$ cat src/design/arsrd_pkg.sv
// ----------------------------------------------------------------------------
// arsrd_pkg
// Shared types and constants for the alpha run sprite row decoder: payload
// structs, status codes, register indexes and controller/datapath signals.
// ----------------------------------------------------------------------------
package arsrd_pkg;

    // Columns at or past this limit are never visible
    localparam int unsigned MAX_WIDTH = 4096;

    // Alpha levels selected by code bits 7:6
    localparam logic [7:0] ALPHA_NONE = 8'd0;
    localparam logic [7:0] ALPHA_LOW  = 8'd64;
    localparam logic [7:0] ALPHA_MID  = 8'd127;
    localparam logic [7:0] ALPHA_FULL = 8'd255;

    // Result status codes
    typedef enum logic [2:0] {
        ST_OK          = 3'd0,
        ST_RUN_LONG    = 3'd1,
        ST_STRAY_COLOR = 3'd2,
        ST_STRAY_CODE  = 3'd3,
        ST_FRAME_DONE  = 3'd4
    } status_t;

    // Configuration register indexes
    typedef enum logic [2:0] {
        CFG_WIN_LEFT    = 3'd0,
        CFG_WIN_RIGHT   = 3'd1,
        CFG_WIN_TOP     = 3'd2,
        CFG_WIN_BOTTOM  = 3'd3,
        CFG_IMAGE_WIDTH = 3'd4
    } cfg_index_t;

    // Input item: mode 0 carries a code byte, mode 1 a color word
    typedef struct packed {
        logic        mode;
        logic [7:0]  code_byte;
        logic [15:0] color_word;
    } in_item_t;

    // Result item
    typedef struct packed {
        logic [12:0] pixel_x;
        logic [11:0] pixel_row;
        logic [7:0]  alpha_out;
        logic [15:0] color565;
        logic        visible;
        logic        run_last;
        logic        row_end;
        status_t     status;
    } out_item_t;

    // Controller to datapath
    typedef struct packed {
        logic load_item;   // latch the accepted transaction
        logic step;        // apply one decode step
    } ctrl_cmd_t;

    // Datapath to controller
    typedef struct packed {
        logic emit;        // current step produces a result
        logic last;        // current result ends the item
        logic out_free;    // result register can take a new value
    } dp_stat_t;

    // Alpha value for a two-bit level
    function automatic logic [7:0] alpha_of(input logic [1:0] level);
        logic [7:0] a;
        case (level)
            2'd1:    a = ALPHA_LOW;
            2'd2:    a = ALPHA_MID;
            2'd3:    a = ALPHA_FULL;
            default: a = ALPHA_NONE;
        endcase
        return a;
    endfunction

endpackage

$ cat src/design/arsrd_ctrl.sv
// ----------------------------------------------------------------------------
// arsrd_ctrl
// Sequencer: takes one transaction at a time, then steps the datapath until
// the item has produced all of its results.
// ----------------------------------------------------------------------------
module arsrd_ctrl (
    input  logic                 aclk,
    input  logic                 aresetn,
    input  logic                 s_valid,
    output logic                 s_ready,
    input  arsrd_pkg::dp_stat_t  stat,
    output arsrd_pkg::ctrl_cmd_t cmd
);

    typedef enum logic [0:0] {
        IDLE = 1'b0,
        EXEC = 1'b1
    } state_t;

    state_t state_reg, state_next;
    logic   ready_reg, ready_next;

    // Commands and next state
    always_comb begin
        cmd.load_item = ready_reg && s_valid;
        cmd.step      = (state_reg == EXEC) && (!stat.emit || stat.out_free);
        state_next    = state_reg;
        case (state_reg)
            IDLE: begin
                if (cmd.load_item) begin
                    state_next = EXEC;
                end
            end
            EXEC: begin
                if (cmd.step && (!stat.emit || stat.last)) begin
                    state_next = IDLE;
                end
            end
            default: state_next = IDLE;
        endcase
        ready_next = (state_next == IDLE);
    end

    // State and registered ready
    always_ff @(posedge aclk) begin
        if (!aresetn) begin
            state_reg <= IDLE;
            ready_reg <= 1'b1;
        end else begin
            state_reg <= state_next;
            ready_reg <= ready_next;
        end
    end

    assign s_ready = ready_reg;

    // A transaction is only taken while no item is in flight
    a_load_idle: assert property (@(posedge aclk) disable iff (!aresetn)
        cmd.load_item |-> state_reg == IDLE)
        else $error("transaction accepted while busy");

    // An item that produces no result ends in one step
    a_quiet_end: assert property (@(posedge aclk) disable iff (!aresetn)
        (state_reg == EXEC && !stat.emit) |=> state_reg == IDLE)
        else $error("silent item did not finish");

    // Ready follows the idle state
    a_ready_idle: assert property (@(posedge aclk) disable iff (!aresetn)
        ready_reg == (state_reg == IDLE))
        else $error("ready out of step with state");

endmodule

$ cat src/design/arsrd_dp.sv
// ----------------------------------------------------------------------------
// arsrd_dp
// Datapath: window registers, frame position, pending opaque run, item
// holding register, run counter and the result register.
// ----------------------------------------------------------------------------
module arsrd_dp (
    input  logic                 aclk,
    input  logic                 aresetn,
    input  logic                 cfg_wr_en,
    input  logic [2:0]           cfg_index,
    input  logic [12:0]          cfg_wdata,
    input  arsrd_pkg::in_item_t  s_data,
    output logic                 m_valid,
    input  logic                 m_ready,
    output arsrd_pkg::out_item_t m_data,
    input  arsrd_pkg::ctrl_cmd_t cmd,
    output arsrd_pkg::dp_stat_t  stat
);

    // Configuration
    logic [11:0] win_left_reg,    win_left_next;
    logic [12:0] win_right_reg,   win_right_next;
    logic [11:0] win_top_reg,     win_top_next;
    logic [12:0] win_bottom_reg,  win_bottom_next;
    logic [12:0] image_width_reg, image_width_next;
    logic        restart;

    // Frame state
    logic [12:0] row_reg,        row_next;
    logic [12:0] col_reg,        col_next;
    logic [5:0]  pend_cnt_reg,   pend_cnt_next;
    logic [7:0]  pend_alpha_reg, pend_alpha_next;
    logic        done_reg,       done_next;

    // Item and result registers
    arsrd_pkg::in_item_t  item_reg;
    logic [5:0]           rem_reg;
    arsrd_pkg::out_item_t out_reg, out_next;
    logic                 m_valid_reg, m_valid_next;

    // Decode signals
    logic [12:0] row_w;
    logic [12:0] col_inc;
    logic [12:0] row_inc;
    logic [12:0] room;
    logic [12:0] pix_x;
    logic        rend;
    logic        vis;
    logic [5:0]  len;
    logic [7:0]  alpha;
    logic        emit;
    logic        last;
    logic        adv;
    logic        pend_load;
    logic        pend_dec;
    logic        rem_dec;
    logic        out_load;

    // Position arithmetic
    always_comb begin
        row_w   = (win_right_reg > {1'b0, win_left_reg})
                ? win_right_reg - {1'b0, win_left_reg} : 13'd0;
        col_inc = col_reg + 13'd1;
        row_inc = row_reg + 13'd1;
        room    = row_w - col_reg;
        pix_x   = {1'b0, win_left_reg} + col_reg;
        rend    = (col_inc >= row_w);
        vis     = (pix_x < image_width_reg) && (32'(pix_x) < arsrd_pkg::MAX_WIDTH);
        len     = item_reg.code_byte[5:0];
        alpha   = arsrd_pkg::alpha_of(item_reg.code_byte[7:6]);
    end

    // Classify the current step
    always_comb begin
        emit      = 1'b1;
        last      = 1'b1;
        adv       = 1'b0;
        pend_load = 1'b0;
        pend_dec  = 1'b0;
        rem_dec   = 1'b0;
        out_next.pixel_x   = pix_x;
        out_next.pixel_row = row_reg[11:0];
        out_next.alpha_out = arsrd_pkg::ALPHA_NONE;
        out_next.color565  = 16'd0;
        out_next.visible   = 1'b0;
        out_next.run_last  = 1'b1;
        out_next.row_end   = 1'b0;
        out_next.status    = arsrd_pkg::ST_OK;
        if (done_reg) begin
            out_next.status = arsrd_pkg::ST_FRAME_DONE;
        end else if (item_reg.mode) begin
            if (pend_cnt_reg == 6'd0) begin
                out_next.status = arsrd_pkg::ST_STRAY_COLOR;
            end else begin
                // one opaque pixel per color word
                out_next.alpha_out = pend_alpha_reg;
                out_next.color565  = item_reg.color_word;
                out_next.visible   = vis;
                out_next.row_end   = rend;
                adv      = 1'b1;
                pend_dec = 1'b1;
            end
        end else if (pend_cnt_reg != 6'd0) begin
            out_next.status = arsrd_pkg::ST_STRAY_CODE;
        end else if (len == 6'd0) begin
            emit = 1'b0;
        end else if (alpha != arsrd_pkg::ALPHA_NONE) begin
            if ({7'd0, len} > room) begin
                out_next.status = arsrd_pkg::ST_RUN_LONG;
            end else begin
                emit      = 1'b0;
                pend_load = 1'b1;
            end
        end else begin
            // transparent run, one pixel per step, clipped at the row end
            last               = (rem_reg == 6'd1) || rend;
            out_next.visible   = vis;
            out_next.row_end   = rend;
            out_next.run_last  = last;
            adv     = 1'b1;
            rem_dec = 1'b1;
        end
    end

    assign out_load = cmd.step && emit;

    assign stat.emit     = emit;
    assign stat.last     = last;
    assign stat.out_free = !m_valid_reg || m_ready;

    // Configuration writes and frame state update
    always_comb begin
        win_left_next    = win_left_reg;
        win_right_next   = win_right_reg;
        win_top_next     = win_top_reg;
        win_bottom_next  = win_bottom_reg;
        image_width_next = image_width_reg;
        restart          = 1'b0;
        if (cfg_wr_en) begin
            restart = 1'b1;
            case (cfg_index)
                arsrd_pkg::CFG_WIN_LEFT:    win_left_next    = cfg_wdata[11:0];
                arsrd_pkg::CFG_WIN_RIGHT:   win_right_next   = cfg_wdata;
                arsrd_pkg::CFG_WIN_TOP:     win_top_next     = cfg_wdata[11:0];
                arsrd_pkg::CFG_WIN_BOTTOM:  win_bottom_next  = cfg_wdata;
                arsrd_pkg::CFG_IMAGE_WIDTH: image_width_next = cfg_wdata;
                default:                    restart          = 1'b0;
            endcase
        end

        row_next        = row_reg;
        col_next        = col_reg;
        pend_cnt_next   = pend_cnt_reg;
        pend_alpha_next = pend_alpha_reg;
        done_next       = done_reg;
        if (restart) begin
            row_next        = {1'b0, win_top_next};
            col_next        = 13'd0;
            pend_cnt_next   = 6'd0;
            pend_alpha_next = arsrd_pkg::ALPHA_NONE;
            done_next       = ({1'b0, win_top_next} >= win_bottom_next)
                           || (win_right_next <= {1'b0, win_left_next});
        end else if (cmd.step) begin
            if (pend_load) begin
                pend_cnt_next   = len;
                pend_alpha_next = alpha;
            end
            if (pend_dec) begin
                pend_cnt_next = pend_cnt_reg - 6'd1;
            end
            if (adv) begin
                if (rend) begin
                    col_next = 13'd0;
                    row_next = row_inc;
                    if (row_inc >= win_bottom_reg) begin
                        done_next = 1'b1;
                    end
                end else begin
                    col_next = col_inc;
                end
            end
        end

        m_valid_next = m_valid_reg;
        if (out_load) begin
            m_valid_next = 1'b1;
        end else if (m_ready) begin
            m_valid_next = 1'b0;
        end
    end

    // Control and configuration registers
    always_ff @(posedge aclk) begin
        if (!aresetn) begin
            win_left_reg    <= 12'd0;
            win_right_reg   <= 13'd0;
            win_top_reg     <= 12'd0;
            win_bottom_reg  <= 13'd0;
            image_width_reg <= 13'd1;
            row_reg         <= 13'd0;
            col_reg         <= 13'd0;
            pend_cnt_reg    <= 6'd0;
            pend_alpha_reg  <= arsrd_pkg::ALPHA_NONE;
            done_reg        <= 1'b1;
            m_valid_reg     <= 1'b0;
        end else begin
            win_left_reg    <= win_left_next;
            win_right_reg   <= win_right_next;
            win_top_reg     <= win_top_next;
            win_bottom_reg  <= win_bottom_next;
            image_width_reg <= image_width_next;
            row_reg         <= row_next;
            col_reg         <= col_next;
            pend_cnt_reg    <= pend_cnt_next;
            pend_alpha_reg  <= pend_alpha_next;
            done_reg        <= done_next;
            m_valid_reg     <= m_valid_next;
        end
    end

    // Payload registers
    always_ff @(posedge aclk) begin
        if (cmd.load_item) begin
            item_reg <= s_data;
            rem_reg  <= s_data.code_byte[5:0];
        end else if (cmd.step && rem_dec) begin
            rem_reg <= rem_reg - 6'd1;
        end
        if (out_load) begin
            out_reg <= out_next;
        end
    end

    assign m_valid = m_valid_reg;
    assign m_data  = out_reg;

    // Column stays inside the row while the frame is open
    a_col_in_row: assert property (@(posedge aclk) disable iff (!aresetn)
        !done_reg |-> col_reg < row_w)
        else $error("column offset past row width");

    // Row stays above the window bottom while the frame is open
    a_row_in_win: assert property (@(posedge aclk) disable iff (!aresetn)
        !done_reg |-> row_reg < win_bottom_reg)
        else $error("row past window bottom");

    // Pending colors always carry a nonzero alpha
    a_pend_alpha: assert property (@(posedge aclk) disable iff (!aresetn)
        pend_cnt_reg != 6'd0 |-> pend_alpha_reg != arsrd_pkg::ALPHA_NONE)
        else $error("opaque run without alpha");

    // A result is never loaded over one still waiting
    a_out_free: assert property (@(posedge aclk) disable iff (!aresetn)
        out_load |-> (!m_valid_reg || m_ready))
        else $error("result register overwritten");

endmodule

$ cat src/design/alpha_run_sprite_row_decoder_top.sv
// An item is latched in the item holding register; its results go out through the
// result register, and a step waits while that register holds an unaccepted result.
// A transparent run yields one pixel per step of the datapath, clipped at the row end.
// One item is decoded at a time; the result register frees the input side early.
// Reset (aresetn low, synchronous): window registers zero, image width 1, frame done,
// no pending run, result channel empty.
// ----------------------------------------------------------------------------
// alpha_run_sprite_row_decoder_top
// Decodes run-coded sprite rows inside a configured window into per-pixel
// results with alpha, raw RGB565 color, visibility and status.
// ----------------------------------------------------------------------------
module alpha_run_sprite_row_decoder_top (
    input  logic                 aclk,
    input  logic                 aresetn,
    input  logic                 cfg_wr_en,
    input  logic [2:0]           cfg_index,
    input  logic [12:0]          cfg_wdata,
    input  logic                 s_valid,
    output logic                 s_ready,
    input  arsrd_pkg::in_item_t  s_data,
    output logic                 m_valid,
    input  logic                 m_ready,
    output arsrd_pkg::out_item_t m_data
);

    arsrd_pkg::ctrl_cmd_t cmd;
    arsrd_pkg::dp_stat_t  stat;

    // Sequencer
    arsrd_ctrl u_ctrl (
        .aclk    (aclk),
        .aresetn (aresetn),
        .s_valid (s_valid),
        .s_ready (s_ready),
        .stat    (stat),
        .cmd     (cmd)
    );

    // Datapath
    arsrd_dp u_dp (
        .aclk      (aclk),
        .aresetn   (aresetn),
        .cfg_wr_en (cfg_wr_en),
        .cfg_index (cfg_index),
        .cfg_wdata (cfg_wdata),
        .s_data    (s_data),
        .m_valid   (m_valid),
        .m_ready   (m_ready),
        .m_data    (m_data),
        .cmd       (cmd),
        .stat      (stat)
    );

endmodule

$ cat config.mk
export PLATFORM = sky130hd
export DESIGN_NAME = alpha_run_sprite_row_decoder_top
export DESIGN_NICKNAME = d
export VERILOG_FILES = /design/src/design/arsrd_pkg.sv /design/src/design/arsrd_ctrl.sv /design/src/design/arsrd_dp.sv /design/src/design/alpha_run_sprite_row_decoder_top.sv
export SDC_FILE = /design/constraint.sdc
export NUM_CORES = 1
export LEC_CHECK = 0
export ABC_CLOCK_PERIOD_IN_PS = 7760
export BUFFER_PORTS_ARGS = -buffer_cell sky130_fd_sc_hd__buf_2
export CAP_MARGIN = 0
export CORE_ASPECT_RATIO = 2
export CORE_UTILIZATION = 30
export CTS_CLUSTER_SIZE = 16
export DETAILED_ROUTE_END_ITERATION = 7
export GPL_TIMING_DRIVEN = 1
export PLACE_DENSITY = 0.58
export SKIP_CTS_REPAIR_TIMING = 1
export SYNTH_ARGS = -nofsm -noshare
export SYNTH_HDL_FRONTEND = slang
export SYNTH_SLANG_ARGS = --single-unit
$ cat constraint.sdc
create_clock -name aclk -period 7.76 [get_ports aclk]
set_input_delay 0.388 -clock aclk [delete_from_list [all_inputs] [get_ports aclk]]
set_output_delay 0.388 -clock aclk [all_outputs]
set_load 0.01 [all_outputs]
# Word level (Yosys, flattened, before mapping)

Index checks and enable logic that the tools add are counted.

Output and inout bits: 57
Bits in registers: 193
Bits of input ports: 46
Word-level logic and storage cells: 158

Muxes and demuxes: 69
Add/subtract/negate cells: 7
Bitwise logic cells: 4
Reductions and logical operators: 36
Equal/unequal tests: 8
Order comparisons: 8

Operator list:

| operator                | count |
|---|---|
| $mux W12                | 8 |
| $mux W13                | 6 |
| $mux W1                 | 43 |
| $mux W6                 | 5 |
| $add A13 B1 Y13 const B | 2 |
| $ge A13 B13 Y1          | 2 |
| $pmux W8 S3             | 1 |
| $reduce_bool A2 Y1      | 7 |
| $add A12 B13 Y13        | 1 |
| $ge A12 B13 Y1          | 1 |
| $gt A13 B12 Y1          | 1 |
| $gt A6 B13 Y1           | 1 |
| $le A13 B12 Y1          | 1 |
| $lt A13 B13 Y1          | 1 |
| $lt A13 B13 Y1 const B  | 1 |
| $sub A13 B12 Y13        | 1 |
| $sub A13 B13 Y13        | 1 |
| $logic_not A6 Y1        | 2 |
| $sub A6 B1 Y6 const B   | 2 |
| $reduce_or A5 Y1        | 2 |
| $mux W3                 | 3 |
| $reduce_and A2 Y1       | 4 |
| $reduce_bool A8 Y1      | 1 |
| $eq A3 B2 Y1 const B    | 2 |
| other kinds (18)        | 33 |

# Depth between registers and ports, before layout

Word-level depth: 17
Mapped depth: 27
Mapped depth without buffers: 24

# Hierarchy

From an unflattened synthesis, not the netlist that was laid out.

Cell total of the unflattened synthesis: 1125
Area, all modules: 10821.6 µm²

Modules (own cells, without submodules):

| module     | area each (µm²) | instances | cells each |
|---|---|---|---|
| arsrd_dp   | 10720.3         | 1         | 1115 |
| arsrd_ctrl | 101.3           | 1         | 10 |

# Worst setup path after synthesis

OpenSTA, ideal clock, no wires.

Path type: reg-to-reg
Start point: register u_dp.win_left_reg[1]
End point: register u_dp.out_reg (netlist bit u_dp.m_data[0]) (enable)
Cell stages (with the launch flop): 24
Buffers on the path: 1
Data arrival time: 6.992 ns
Setup slack: 0.294 ns
Library setup time: 0.474 ns
Required time: 7.286 ns
Clock period less this slack: 7.466 ns
Cell sequence: dfxtp_1 -> inv_1 -> ha_1 -> nor2b_1 -> o31a_1 -> o21ai_0 -> nand3b_1 -> and2_1 -> clkbuf_1 -> nand2_1 -> inv_1 -> ha_1 -> o31ai_1 -> a21oi_1 -> xnor2_1 -> ha_1 -> o21a_1 -> o22ai_1 -> a311oi_1 -> o2111ai_1 -> nor3_1 -> nand4_1 -> or3_4 -> a21oi_1

Word-level cells in the longest chain between the ends: 14
Elaborated cells on any way between the ends: 15

RTL lines:

| item                                               | line                           | RTL |
|---|---|---|
| start, declared                                    | arsrd_dp.sv:21                 | `logic [11:0] win_left_reg, win_left_next;` |
| start signal, assigned                             | arsrd_dp.sv:207                | `win_left_reg <= win_left_next;` |
| $sub A13 B12 Y13 or $gt A13 B12 Y1 (tied branches) | arsrd_dp.sv:62, arsrd_dp.sv:61 |  |
| $mux W13 *                                         | arsrd_dp.sv:62                 | `? win_right_reg - {1'b0, win_left_reg} : 13'd0;` |
| $sub A13 B13 Y13 *                                 | arsrd_dp.sv:65                 | `room = row_w - col_reg;` |
| $gt A6 B13 Y1 *                                    | arsrd_dp.sv:108                | `if ({7'd0, len} > room) begin` |
| $mux W1 *                                          | arsrd_dp.sv:108                |  |
| $mux W1 *                                          | arsrd_dp.sv:107                | `end else if (alpha != arsrd_pkg::ALPHA_NONE) begin` |
| $mux W1 *                                          | arsrd_dp.sv:105                | `end else if (len == 6'd0) begin` |
| $mux W1 *                                          | arsrd_dp.sv:103                | `end else if (pend_cnt_reg != 6'd0) begin` |
| $mux W1 *                                          | arsrd_dp.sv:91                 | `end else if (item_reg.mode) begin` |
| $mux W1 *                                          | arsrd_dp.sv:89                 | `if (done_reg) begin` |
| $logic_not A1 Y1                                   | arsrd_ctrl.sv:26               | `cmd.step = (state_reg == EXEC) && (!stat.emit \|\| stat.out_free);` |
| $logic_or A1 B1 Y1                                 | arsrd_ctrl.sv:26               |  |
| $logic_and A1 B1 Y1                                | arsrd_ctrl.sv:26               |  |
| $logic_and A1 B1 Y1 *                              | arsrd_dp.sv:125                | `assign out_load = cmd.step && emit;` |
| end signal, assigned                               | arsrd_dp.sv:230                | `out_reg <= out_next;` |
| end, declared                                      | arsrd_dp.sv:38                 | `arsrd_pkg::out_item_t out_reg, out_next;` |

Every way passes the cells marked *; elsewhere a longest branch is shown, timed or not.
A chain may end at the register's enable or synchronous reset.

# Worst setup path in the final report

Start point: register u_dp.win_left_reg[1]
End point: register u_dp.pend_cnt_reg[1]

Word-level cells in the longest chain between the ends: 14
Elaborated cells on any way between the ends: 22

RTL lines:

| item                                               | line                           | RTL |
|---|---|---|
| $sub A13 B12 Y13 or $gt A13 B12 Y1 (tied branches) | arsrd_dp.sv:62, arsrd_dp.sv:61 |  |
| $mux W13 *                                         | arsrd_dp.sv:62                 |  |
| $sub A13 B13 Y13 *                                 | arsrd_dp.sv:65                 |  |
| $gt A6 B13 Y1 *                                    | arsrd_dp.sv:108                |  |
| $mux W1                                            | arsrd_dp.sv:108                |  |
| $mux W1                                            | arsrd_dp.sv:107                |  |
| $mux W1                                            | arsrd_dp.sv:105                |  |
| $mux W1                                            | arsrd_dp.sv:103                |  |
| $mux W1                                            | arsrd_dp.sv:91                 |  |
| $mux W1                                            | arsrd_dp.sv:89                 |  |
| $logic_not A1 Y1                                   | arsrd_ctrl.sv:26               |  |
| $logic_or A1 B1 Y1                                 | arsrd_ctrl.sv:26               |  |
| $logic_and A1 B1 Y1                                | arsrd_ctrl.sv:26               |  |
| $reduce_and A2 Y1 (no source line) *               | --                             |  |
| end signal, assigned                               | arsrd_dp.sv:214                | `pend_cnt_reg <= pend_cnt_next;` |
| end, declared                                      | arsrd_dp.sv:31                 | `logic [5:0] pend_cnt_reg, pend_cnt_next;` |

Marks and branches as above.

==> results by group <==
CTS
  – Clock Sinks: 183
  – Total CTS buffers: 17
  – CTS H-tree depth: 4
  – Clk buf depth: 2
  – Root buf cell: clkbuf_16
  – CTS clk-pin slew, worst paths: 0.08 ns
  – Clock insertion delay at the later pin of the skew report: 0.46 ns
  – CTS tree: built

STA
  – RSZ-0062 raised after global routing: no
  – Hold Fails Final Rpt: 0
  – Final setup viols: 0
  – Worst slew margin: 21.3%
  – Worst-margin pin slew: 1.18 ns
  – Fmax: 0.154 GHz
  – Final period utilization: 83.8%
  – Fin Clk Skew: 0.0196 ns
  – Crit path time final: 6.51 ns
  – Total negative setup slack: 0 ns
  – Slew Viols, Final: 0

Yosys
  – Syn avg cell area: 9.66 um2
  – Net count after synthesis: 1298
  – Register area share after synthesis: 40.8%
  – Cells after synthesis: 1137
  – Async SR Flop Fraction: 0%
  – Dominant synthesized flop cell: dfxtp_1
  – Post-synthesis cell area: 11000 um2
  – Number of synthesized flops with an enable pin: 81
  – #FFs+latches synth: 183
  – Yosys warning count: 0
  – Cell variety after synth: 77

Drt
  – Drt wl/cell: 17.3 um
  – Top sig layer: met4
  – Post-route ant nets: 0
  – DR pass1 iterations: 5
  – M1 wire length: 10.3 mm
  – Met3 WL: 864 um
  – DR DRC count: 0
  – Wire length on met2: 16.7 mm
  – DR iter-0 viols: 395
  – Vias: 8473
  – WL final: 29.4 mm
  – Vias per cell: 5.00

Placement
  – Placed cells: 1662
  – Gp weighted congestion: 0.893
  – Dpl hpwl: 23.5 mm
  – Count of input and output buffers: 102

Die
  – Row count: 98
  – Core region area: 35900 um2
  – I/O pin count: 103
  – Die width: 137 um
  – Die area: 37400 um2
  – Initial Util: 30.6%
  – Die height: 273 um

Setup path
  – Worst setup SP type: flop
  – Crit Reg-Reg Endpoint: u_dp.pend_cnt_reg[1]$_SDFFE_PP0P_
  – Setup slack, reg-to-reg: 1.25 ns
  – Critical Path End Type: flop
  – CP Max Fanout: 13
  – FF-to-FF path depth: 25
  – Worst setup path class: reg2reg
  – Critical R2R Launch: u_dp.win_left_reg[1]$_SDFF_PN0_
  – CP arrival: 6.89 ns
  – Required @ worst endpoint: 8.14 ns

Layout
  – Fin cells: 1694
  – P&R area growth vs syn: 14.9%
  – Max reg flops: 50
  – Ratio of cells with drive above 1 in the final layout: 14.7%
  – Antenna Cells: 0
  – Final nets: 1392

Hold path
  – Hold EP: u_dp.item_reg[13]$_DFFE_PP_
  – Worst Hold Depth: 1
  – Worst Hold Class: in2reg
  – Min-delay src: s_data[13]

Global routing
  – Total track usage: 16.3%
  – GRT Residual Overflow: 0
  – Largest net degree at the start of global routing: 81
  – Initial antenna violation count: 0
  – First-pass GRT wire length: 45.6 mm
  – Vias in the first global route: 8626

Pwr
  – Cell Pwr Density: 202 nW/um2
  – Leak Pwr: 0.00516 uW
  – Maximum VDD drop: 0.170 mV

Run
  – Max_cap viols: 0

Run status
  – Status: completed
-- worst max path at each step --
stage / from / end / depth (start not counted)
finish: u_dp.win_left_reg[1]$_SDFF_PN0_ / u_dp.pend_cnt_reg[1]$_SDFFE_PP0P_ / 25
global placement: u_dp.win_left_reg[1]$_SDFF_PN0_ / u_dp.pend_cnt_reg[1]$_SDFFE_PP0P_ / 25
CTS: u_dp.win_left_reg[1]$_SDFF_PN0_ / u_dp.pend_cnt_reg[1]$_SDFFE_PP0P_ / 25
floorplan: u_dp.win_left_reg[1]$_SDFF_PN0_ / u_dp.m_data[0]$_SDFFCE_PP0P_ / 23
detailed placement: u_dp.win_left_reg[1]$_SDFF_PN0_ / u_dp.pend_cnt_reg[1]$_SDFFE_PP0P_ / 25
global route: u_dp.win_left_reg[1]$_SDFF_PN0_ / u_dp.pend_cnt_reg[1]$_SDFFE_PP0P_ / 25
-- kinds of logic after synthesis --
group                      share of synthesized area (%)
AOI/OAI and AO/OA                                   14.3
xor gates and xnor gates                            5.09
adders and majority gates                           13.3
buffers and inverters                               4.52
DFF                                                 40.8
muxes                                               4.91
and+or+nand+nor                                     17.1
-- cells in the final DEF (no fill, tap or decap), drive strengths merged, types with 5 or more instances in the layout --
cell,n
nor2,42
nand3,28
nand2,101
a21oi,64
mux2,15
xnor2,41
clkbuf,17
xor2,22
buf,113
and3,9
edfxtp,81
or2,5
clkinv,8
a31oi,5
ha,112
o211ai,7
a21boi,12
mux2i,37
or3,6
and2,44
nor2b,46
a21o,25
dfxtp,102
o31ai,10
o21ai,54
inv,94
o21a,11
nand4,17
nand2b,12
nor3,33
a211oi,6
-- power breakdown --
group	internal, uW	switching (uW)	total, uW
Sequential	1060	31.4	1090
Combinational	217	344	561
Clock	439	449	889
Total	1720	825	2540
-- cell usage after synthesis (all sizes together) (22+ instances only) --
master,instances,area share [%]
a21o,25,1.7
a21oi,64,3.0
and2,44,2.5
clkbuf,29,0.99
dfxtp,102,19
edfxtp,81,22
ha,112,13
inv,87,3.0
mux2i,37,3.4
nand2,101,3.5
nand3,28,1.3
nor2,42,1.4
nor2b,46,2.7
nor3,33,1.6
o21ai,54,2.5
xnor2,41,3.3
xor2,22,1.8
-- per-stage QoR --
| step | power [uW] | worst slack (ns) | cell area, um2 | utilization [%] | hold slack (ns) |
|---|---|---|---|---|---|
| after floorplan | 1500 | 0.294 | 11000 | - | 0.406 |
| after global placement | 1670 | 1.50 | 12000 | 33.4 | 0.445 |
| after detailed placement | 1680 | 1.34 | 12000 | 33.4 | 0.454 |
| after CTS | 2570 | 1.28 | 12600 | 35.1 | 0.0774 |
| after global routing | 2670 | 0.669 | 12600 | 35.1 | 0.0771 |
| final | 2540 | 1.25 | 12600 | 35.1 | 0.0961 |
-- worst max-delay path, cell delays in order (launching register included) --
cell	delay (ns)
dfxtp_1	0.46
inv_1	0.07
ha_1	0.28
nor2b_1	0.14
o31a_1	0.26
o21ai_0	0.30
nand3b_1	0.16
and2_1	0.31
nand2b_1	0.22
inv_1	0.06
ha_1	0.26
nor2b_1	0.14
o31ai_1	0.48
a21oi_1	0.19
xnor2_1	0.17
ha_1	0.30
o21a_1	0.12
o22ai_1	0.08
a311oi_1	0.28
o2111ai_1	0.15
nor3_1	0.15
nand4_1	0.33
o31ai_1	0.83
buf_4	0.29
a21o_1	0.20
mux2i_1	0.20
-- area by class of cell --
| class | instances | area [um2] |
|---|---|---|
| Tap cell | 450 | 563 |
| Fill cell | 3638 | 23300 |
| Inverter | 87 | 327 |
| Clock buffer | 17 | 425 |
| Sequential cell | 183 | 4470 |
| Clock inverter | 15 | 186 |
| Multi-Input combinational cell | 829 | 6040 |
| Timing Repair Buffer | 113 | 593 |
-- routing by layer --
metal | GRT usage, % | vias up
met4 | 9.89 | 0
met5 | 0 | -
met3 | 2.50 | 62
met2 | 31.9 | 175
met1 | 15.4 | 3994
li1 | - | 4242
Power figures use the tool's default switching activity.
